[src/odt_pkg.sv]
// ----------------------------------------------------------------------------
// odt_pkg
// Shared types and constants for the on/off delay timer bank.
// ----------------------------------------------------------------------------
package odt_pkg;

    localparam int REG_BITS       = 64;
    localparam int FIELD_BITS     = 16;
    localparam int FIELDS_PER_REG = 4;
    localparam int CH_IDX_BITS    = 3;
    localparam int CFG_IDX_BITS   = 2;
    localparam int LEVEL_BITS     = 8;

    typedef enum logic [CFG_IDX_BITS-1:0] {
        CFG_ON_LOW   = 2'd0,
        CFG_ON_HIGH  = 2'd1,
        CFG_OFF_LOW  = 2'd2,
        CFG_OFF_HIGH = 2'd3
    } cfg_idx_t;

    typedef enum logic {
        KIND_TRIGGER = 1'b0,
        KIND_TICK    = 1'b1
    } kind_t;

    typedef struct packed {
        kind_t                  kind;
        logic [CH_IDX_BITS-1:0] channel;
        logic                   trigger_level;
    } item_t;

    typedef struct packed {
        logic tick;
        logic hit;
        logic level;
    } chan_cmd_t;

endpackage

[src/on_off_delay_timer_bank_core.sv]
// ----------------------------------------------------------------------------
// on_off_delay_timer_bank_core
// Bank of combined on-delay / off-delay timers driven by trigger and tick items.
//
//   channel   signals                                    direction
//   input     s_valid s_ready s_kind s_channel s_trigger_level   in
//   result    m_valid m_ready m_output_levels m_fired             out
//   config    cfg_wr_en cfg_index cfg_wr_data                     in
//
// One item per cycle sustained while results are not stalled.
// An item sits in the input register, all channels update in one pass, and
// the result lands in the output register.
// A stalled result holds the output register; an empty input register takes
// one more item, then s_ready drops until the result leaves. Reset is
// synchronous and clears all timers.
// ----------------------------------------------------------------------------
module on_off_delay_timer_bank_core #(
    parameter int CHANNELS   = 8,
    parameter int DELAY_BITS = 16
) (
    input  logic                                aclk,
    input  logic                                aresetn,
    input  logic                                s_valid,
    output logic                                s_ready,
    input  logic                                s_kind,
    input  logic [odt_pkg::CH_IDX_BITS-1:0]     s_channel,
    input  logic                                s_trigger_level,
    output logic                                m_valid,
    input  logic                                m_ready,
    output logic [odt_pkg::LEVEL_BITS-1:0]      m_output_levels,
    output logic                                m_fired,
    input  logic                                cfg_wr_en,
    input  logic [odt_pkg::CFG_IDX_BITS-1:0]    cfg_index,
    input  logic [odt_pkg::REG_BITS-1:0]        cfg_wr_data
);

    logic                                in_valid_reg;
    odt_pkg::item_t                      in_item_reg;
    logic                                out_valid_reg;
    logic [odt_pkg::LEVEL_BITS-1:0]      levels_reg;
    logic                                fired_reg;
    logic                                advance;
    logic [CHANNELS-1:0][DELAY_BITS-1:0] on_delay, off_delay;
    logic [CHANNELS-1:0]                 level_vec, fired_vec;

    assign advance = in_valid_reg && (!out_valid_reg || m_ready);
    assign s_ready = !in_valid_reg || advance;

    always_ff @(posedge aclk) begin
        if (!aresetn) begin
            in_valid_reg <= 1'b0;
        end else if (s_valid && s_ready) begin
            in_valid_reg <= 1'b1;
        end else if (advance) begin
            in_valid_reg <= 1'b0;
        end
    end

    always_ff @(posedge aclk) begin
        if (s_valid && s_ready) begin
            in_item_reg <= '{kind: odt_pkg::kind_t'(s_kind), channel: s_channel,
                             trigger_level: s_trigger_level};
        end
    end

    odt_cfg #(
        .CHANNELS  (CHANNELS),
        .DELAY_BITS(DELAY_BITS)
    ) u_cfg (
        .aclk       (aclk),
        .aresetn    (aresetn),
        .cfg_wr_en  (cfg_wr_en),
        .cfg_index  (cfg_index),
        .cfg_wr_data(cfg_wr_data),
        .on_delay   (on_delay),
        .off_delay  (off_delay)
    );

    for (genvar i = 0; i < CHANNELS; i++) begin : g_ch
        odt_pkg::chan_cmd_t cmd;

        assign cmd.tick  = in_item_reg.kind == odt_pkg::KIND_TICK;
        assign cmd.hit   = (in_item_reg.kind == odt_pkg::KIND_TRIGGER) &&
                           (in_item_reg.channel == odt_pkg::CH_IDX_BITS'(i));
        assign cmd.level = in_item_reg.trigger_level;

        odt_channel #(
            .DELAY_BITS(DELAY_BITS)
        ) u_channel (
            .aclk      (aclk),
            .aresetn   (aresetn),
            .en        (advance),
            .cmd       (cmd),
            .on_delay  (on_delay[i]),
            .off_delay (off_delay[i]),
            .level_next(level_vec[i]),
            .fired_next(fired_vec[i])
        );
    end

    always_ff @(posedge aclk) begin
        if (!aresetn) begin
            out_valid_reg <= 1'b0;
        end else if (advance) begin
            out_valid_reg <= 1'b1;
        end else if (m_ready) begin
            out_valid_reg <= 1'b0;
        end
    end

    always_ff @(posedge aclk) begin
        if (advance) begin
            levels_reg <= odt_pkg::LEVEL_BITS'(level_vec);
            fired_reg  <= |fired_vec;
        end
    end

    assign m_valid         = out_valid_reg;
    assign m_output_levels = levels_reg;
    assign m_fired         = fired_reg;

endmodule

[src/odt_cfg.sv]
// ----------------------------------------------------------------------------
// odt_cfg
// Delay registers and per-channel delay extraction with saturation.
// ----------------------------------------------------------------------------
module odt_cfg #(
    parameter int CHANNELS   = 8,
    parameter int DELAY_BITS = 16
) (
    input  logic                                   aclk,
    input  logic                                   aresetn,
    input  logic                                   cfg_wr_en,
    input  logic [odt_pkg::CFG_IDX_BITS-1:0]       cfg_index,
    input  logic [odt_pkg::REG_BITS-1:0]           cfg_wr_data,
    output logic [CHANNELS-1:0][DELAY_BITS-1:0]    on_delay,
    output logic [CHANNELS-1:0][DELAY_BITS-1:0]    off_delay
);

    localparam logic [odt_pkg::FIELD_BITS-1:0] DelayMax =
        odt_pkg::FIELD_BITS'((32'd1 << DELAY_BITS) - 32'd1);

    logic [odt_pkg::REG_BITS-1:0] on_low_reg, on_high_reg, off_low_reg, off_high_reg;

    always_ff @(posedge aclk) begin
        if (!aresetn) begin
            on_low_reg   <= '0;
            on_high_reg  <= '0;
            off_low_reg  <= '0;
            off_high_reg <= '0;
        end else if (cfg_wr_en) begin
            unique case (odt_pkg::cfg_idx_t'(cfg_index))
                odt_pkg::CFG_ON_LOW:   on_low_reg   <= cfg_wr_data;
                odt_pkg::CFG_ON_HIGH:  on_high_reg  <= cfg_wr_data;
                odt_pkg::CFG_OFF_LOW:  off_low_reg  <= cfg_wr_data;
                odt_pkg::CFG_OFF_HIGH: off_high_reg <= cfg_wr_data;
                default: ;
            endcase
        end
    end

    for (genvar i = 0; i < CHANNELS; i++) begin : g_ch
        localparam int Lsb = odt_pkg::FIELD_BITS * (i % odt_pkg::FIELDS_PER_REG);
        logic [odt_pkg::FIELD_BITS-1:0] on_field, off_field;

        if (i < odt_pkg::FIELDS_PER_REG) begin : g_low
            assign on_field  = on_low_reg[Lsb +: odt_pkg::FIELD_BITS];
            assign off_field = off_low_reg[Lsb +: odt_pkg::FIELD_BITS];
        end else begin : g_high
            assign on_field  = on_high_reg[Lsb +: odt_pkg::FIELD_BITS];
            assign off_field = off_high_reg[Lsb +: odt_pkg::FIELD_BITS];
        end

        assign on_delay[i]  = (on_field > DelayMax) ? DelayMax[DELAY_BITS-1:0]
                                                    : on_field[DELAY_BITS-1:0];
        assign off_delay[i] = (off_field > DelayMax) ? DelayMax[DELAY_BITS-1:0]
                                                     : off_field[DELAY_BITS-1:0];
    end

endmodule

[src/odt_channel.sv]
// ----------------------------------------------------------------------------
// odt_channel
// One channel: output level plus on-delay and off-delay countdown timers.
// ----------------------------------------------------------------------------
module odt_channel #(
    parameter int DELAY_BITS = 16
) (
    input  logic                   aclk,
    input  logic                   aresetn,
    input  logic                   en,
    input  odt_pkg::chan_cmd_t     cmd,
    input  logic [DELAY_BITS-1:0]  on_delay,
    input  logic [DELAY_BITS-1:0]  off_delay,
    output logic                   level_next,
    output logic                   fired_next
);

    localparam logic [DELAY_BITS-1:0] One = DELAY_BITS'(1);

    logic                  level_reg, on_run_reg, off_run_reg;
    logic [DELAY_BITS-1:0] on_rem_reg, off_rem_reg;
    logic                  on_run_next, off_run_next;
    logic [DELAY_BITS-1:0] on_rem_next, off_rem_next;

    always_comb begin
        level_next   = level_reg;
        on_run_next  = on_run_reg;
        off_run_next = off_run_reg;
        on_rem_next  = on_rem_reg;
        off_rem_next = off_rem_reg;
        fired_next   = 1'b0;
        if (cmd.tick) begin
            if (on_run_reg) begin
                if (on_rem_reg <= One) begin
                    on_rem_next = '0;
                    on_run_next = 1'b0;
                    level_next  = 1'b1;
                    fired_next  = 1'b1;
                end else begin
                    on_rem_next = on_rem_reg - One;
                end
            end
            if (off_run_reg) begin
                if (off_rem_reg <= One) begin
                    off_rem_next = '0;
                    off_run_next = 1'b0;
                    level_next   = 1'b0;
                    fired_next   = 1'b1;
                end else begin
                    off_rem_next = off_rem_reg - One;
                end
            end
        end else if (cmd.hit) begin
            unique case ({cmd.level, level_reg})
                2'b00: begin
                    on_run_next = 1'b0;
                    on_rem_next = '0;
                end
                2'b01: begin
                    if (off_delay == '0) begin
                        level_next = 1'b0;
                    end else begin
                        off_rem_next = off_delay;
                        off_run_next = 1'b1;
                    end
                end
                2'b10: begin
                    if (on_delay == '0) begin
                        level_next = 1'b1;
                    end else begin
                        on_rem_next = on_delay;
                        on_run_next = 1'b1;
                    end
                end
                default: begin
                    off_run_next = 1'b0;
                    off_rem_next = '0;
                end
            endcase
        end
    end

    always_ff @(posedge aclk) begin
        if (!aresetn) begin
            level_reg   <= 1'b0;
            on_run_reg  <= 1'b0;
            off_run_reg <= 1'b0;
            on_rem_reg  <= '0;
            off_rem_reg <= '0;
        end else if (en) begin
            level_reg   <= level_next;
            on_run_reg  <= on_run_next;
            off_run_reg <= off_run_next;
            on_rem_reg  <= on_rem_next;
            off_rem_reg <= off_rem_next;
        end
    end

endmodule

[config.mk]
export PLATFORM = sky130hd
export DESIGN_NAME = on_off_delay_timer_bank_core
export DESIGN_NICKNAME = d
export VERILOG_FILES = /design/src/odt_pkg.sv /design/src/on_off_delay_timer_bank_core.sv /design/src/odt_cfg.sv /design/src/odt_channel.sv
export SDC_FILE = /design/constraint.sdc
export NUM_CORES = 2
export LEC_CHECK = 0
export ABC_AREA = 1
export BUFFER_PORTS_ARGS = -buffer_cell sky130_fd_sc_hd__buf_2
export CORE_MARGIN = 2
export CORE_UTILIZATION = 55
export CTS_CLUSTER_DIAMETER = 150
export CTS_CLUSTER_SIZE = 25
export DETAILED_ROUTE_END_ITERATION = 12
export PLACE_DENSITY = 0.77
export SLEW_MARGIN = 5
export SYNTH_ARGS = -nofsm -noshare
export SYNTH_HDL_FRONTEND = slang
export SYNTH_SLANG_ARGS = --single-unit
[constraint.sdc]
create_clock -name aclk -period 4 [get_ports aclk]
set_input_delay 0.2 -clock aclk [delete_from_list [all_inputs] [get_ports aclk]]
set_output_delay 0.2 -clock aclk [all_outputs]
set_load 0.01 [all_outputs]
==> run metrics <==
status=finished clean; Gate Count Post-Synth=4,655; DR WL/cell=about 15 um; Startpoint Class=flop; clock-pin slew on the worst setup and hold paths=between 0.1 and 0.15 ns; grt ovf=0; number of synthesized flops with an enable pin=14; Mapped Area=about 30,000 um^2; Arr. time, crit path=3.65 ns; endpoints failing hold=0; GRT Resource Usage Total=between 20 and 30%; CTS buffer count=26; height of the die=between 200 and 250 um; Detailed Routing Iterations Pass 1=6; DRC violations left=0; WHS Path Cells=3; Crit. End Element=flop; Iter 0 DRT Violations=~3,100; worst-skew pair later-pin latency=roughly 0.60 ns; Max Cap Viol=0; worst vdd ir=between 0.3 and 0.4 mV; crit path kind=reg -> reg; number of antenna violations at the first check in global routing=2; Slew @ Worst Pin=1.15 ns; Max Slew Vio Count=0; clock buffer depth=3; ys flop type=dfxtp_1; worst rel slew slack=about 23%; Seq cells post-synth=roughly 550; P per Cell Area=359 nW/um^2; vias in the first global route=between 20,000 and 30,000; worst min path class=in -> reg; Initial Util=around 55%; CP max FO=20; CTS Root Cell=clkbuf_16; area delta synth->final=6.87%; row count=86; Critical Path RT=4.46 ns; post-synthesis sequential area ratio=36.8%; fill cell count=5,315; Netlist cell types=54; Die Wd=239 um; Final Skew=0.0317 ns; largest net degree at the start of global routing=175; RD Place Congestion=0.923; nets=4,805; Top Ports=87; Post-synth ARST share=0%; Mapped Nets=4,787; Setup Fix Bufs, Post-CTS=0; Port-buffer cells=86; Setup TNS=0 ns; Post-DP HPWL=56.2 mm; Min Hold Slack=0.0344 ns; RSZ-0062 raised after global routing=false; fin crit period=3.19 ns; # H-tree levels=1; DR vias/cell=about 5.4; first-pass GRT wire length=134 mm; TritonCTS clock tree=built; Max Freq=between 0.3 and 0.4 GHz; ANT nets after route=0; clk sink count=552; vias=29,300; Final setup viols=0; P_leak=around 15 nW; Tcrit/Tclk final=79.7%; Core Region=roughly 55,000 um^2; Syn Area/Cell=6.53 um^2; Routed WL=82.5 mm; layout cells sized above 1=under 10%; total die area=57,100 um^2; warnings from Yosys=0; FF-to-FF path depth=11
## through the flow
step                instances  power, W  area [um^2]  util [%]  worst slack, ns
floorplan                4655   0.00798        30400         -             1.84
global placement         5278   0.00852        31000      56.5             1.01
detailed placement       5278   0.00856        31000      56.5            0.979
CTS                      5384    0.0117        32500      59.2            0.874
global route             5385    0.0122        32500      59.2            0.512
finish                   5386    0.0116        32500      59.2            0.811
## cell type report
| type | instances | area, um^2 | area share (%) |
|---|---|---|---|
| inverters | 503 | 1890 | 5.83 |
| multi-input cells | 3410 | 16400 | 50.6 |
| well taps | 704 | 881 | 2.71 |
| flip-flops and latches | 552 | 11200 | 34.5 |
| diodes | 2 | 5.00 | 0.0154 |
| clock inverters | 1 | 30.0 | 0.0925 |
| repair buffers | 180 | 1340 | 4.12 |
| clock buffers | 34 | 702 | 2.16 |
## placed cells by master, fill, tap and decap left out, types with 9 or more instances in the layout
master | synthesis | final
nor2_1 | 950 | 949
nand2_1 | 895 | 895
dfxtp_1 | 538 | 538
inv_1 | 488 | 487
a21oi_1 | 387 | 387
o21ai_0 | 384 | 384
nand3_1 | 229 | 226
xor2_1 | 132 | 132
buf_2 | 43 | 85
dlygate4sd3_1 | 0 | 71
o22ai_1 | 70 | 70
nand4_1 | 65 | 65
nor3_1 | 63 | 63
ha_1 | 56 | 56
xnor2_1 | 31 | 31
clkbuf_16 | 0 | 27
o21ai_1 | 24 | 24
buf_4 | 7 | 22
edfxtp_1 | 14 | 14
nor3_2 | 13 | 13
nand2_2 | 12 | 12
inv_2 | 10 | 10
nand3b_1 | 10 | 10
nor2_2 | 9 | 9
## power breakdown
| part | switching (W) | internal [W] | leakage [nW] |
|---|---|---|---|
| logic | 0.00172 | 0.000905 | 10.3 |
| clock network | 0.00185 | 0.00125 | 0.352 |
| registers | 0.000169 | 0.00576 | 4.52 |
| total | 0.00373 | 0.00791 | 15.2 |
## per-layer routing
metal | vias up | GRT usage, % | share of wire, %
met2 | 908 | 46.1 | 45
met5 | - | 0 | 0.016
met1 | 13400 | 40.0 | 47
met3 | 120 | 2.86 | 6.2
met4 | 2 | 6.95 | 2.3
li1 | 14900 | - | -
## synth_stat cells (16+ instances only)
cell / instances / area (um^2)
dfxtp_1: 538 / 10800
inv_1: 488 / 1830
nand4_1: 65 / 407
o22ai_1: 70 / 438
clkbuf_1: 124 / 465
ha_1: 56 / 701
buf_2: 43 / 215
xor2_1: 132 / 1160
nor2_1: 950 / 3570
nor3_1: 63 / 315
a21oi_1: 387 / 1940
o21ai_0: 384 / 1920
o21ai_1: 24 / 120
xnor2_1: 31 / 272
buf_6: 16 / 180
nand2_1: 895 / 3360
nand3_1: 229 / 1150
## timing repair
item	CTS	global route
hold endpoints to repair	215	0
gates resized for setup	0	0
hold buffers	71	0
## worst max-delay path, cell delays in order (launching register included)
cell	delay, ns
edfxtp_1	0.33
buf_4	0.22
inv_1	0.25
ha_1	0.29
nand2_2	0.28
inv_1	0.15
nand3_1	0.13
nand2_1	0.07
nor2_1	0.87
o21ai_0	0.23
nor2_1	0.15
nor2_1	0.06
## logic make-up after synthesis
group | count (synthesis) | share of synthesized area, %
simple gates | 2285 | 31.2
xor+xnor | 163 | 4.70
fa+ha+maj | 56 | 2.31
flops | 552 | 36.8
buf+inv | 693 | 9.23
compound gates | 906 | 15.7
## final timing paths
check / startpoint / endpoint / slack [ns]
hold reg to reg: g_ch[0].u_channel.on_rem_reg[1] / g_ch[0].u_channel.on_rem_reg[1] / 0.48
hold / removal: cfg_wr_data[16] / u_cfg.off_low_reg[16] / 0.03
setup reg to reg: g_ch[0].cmd[0] / g_ch[6].u_channel.off_rem_reg[12] / 0.81
setup / recovery: g_ch[0].cmd[0] / g_ch[6].u_channel.off_rem_reg[12] / 0.81
(Power assumes the default switching activity.)
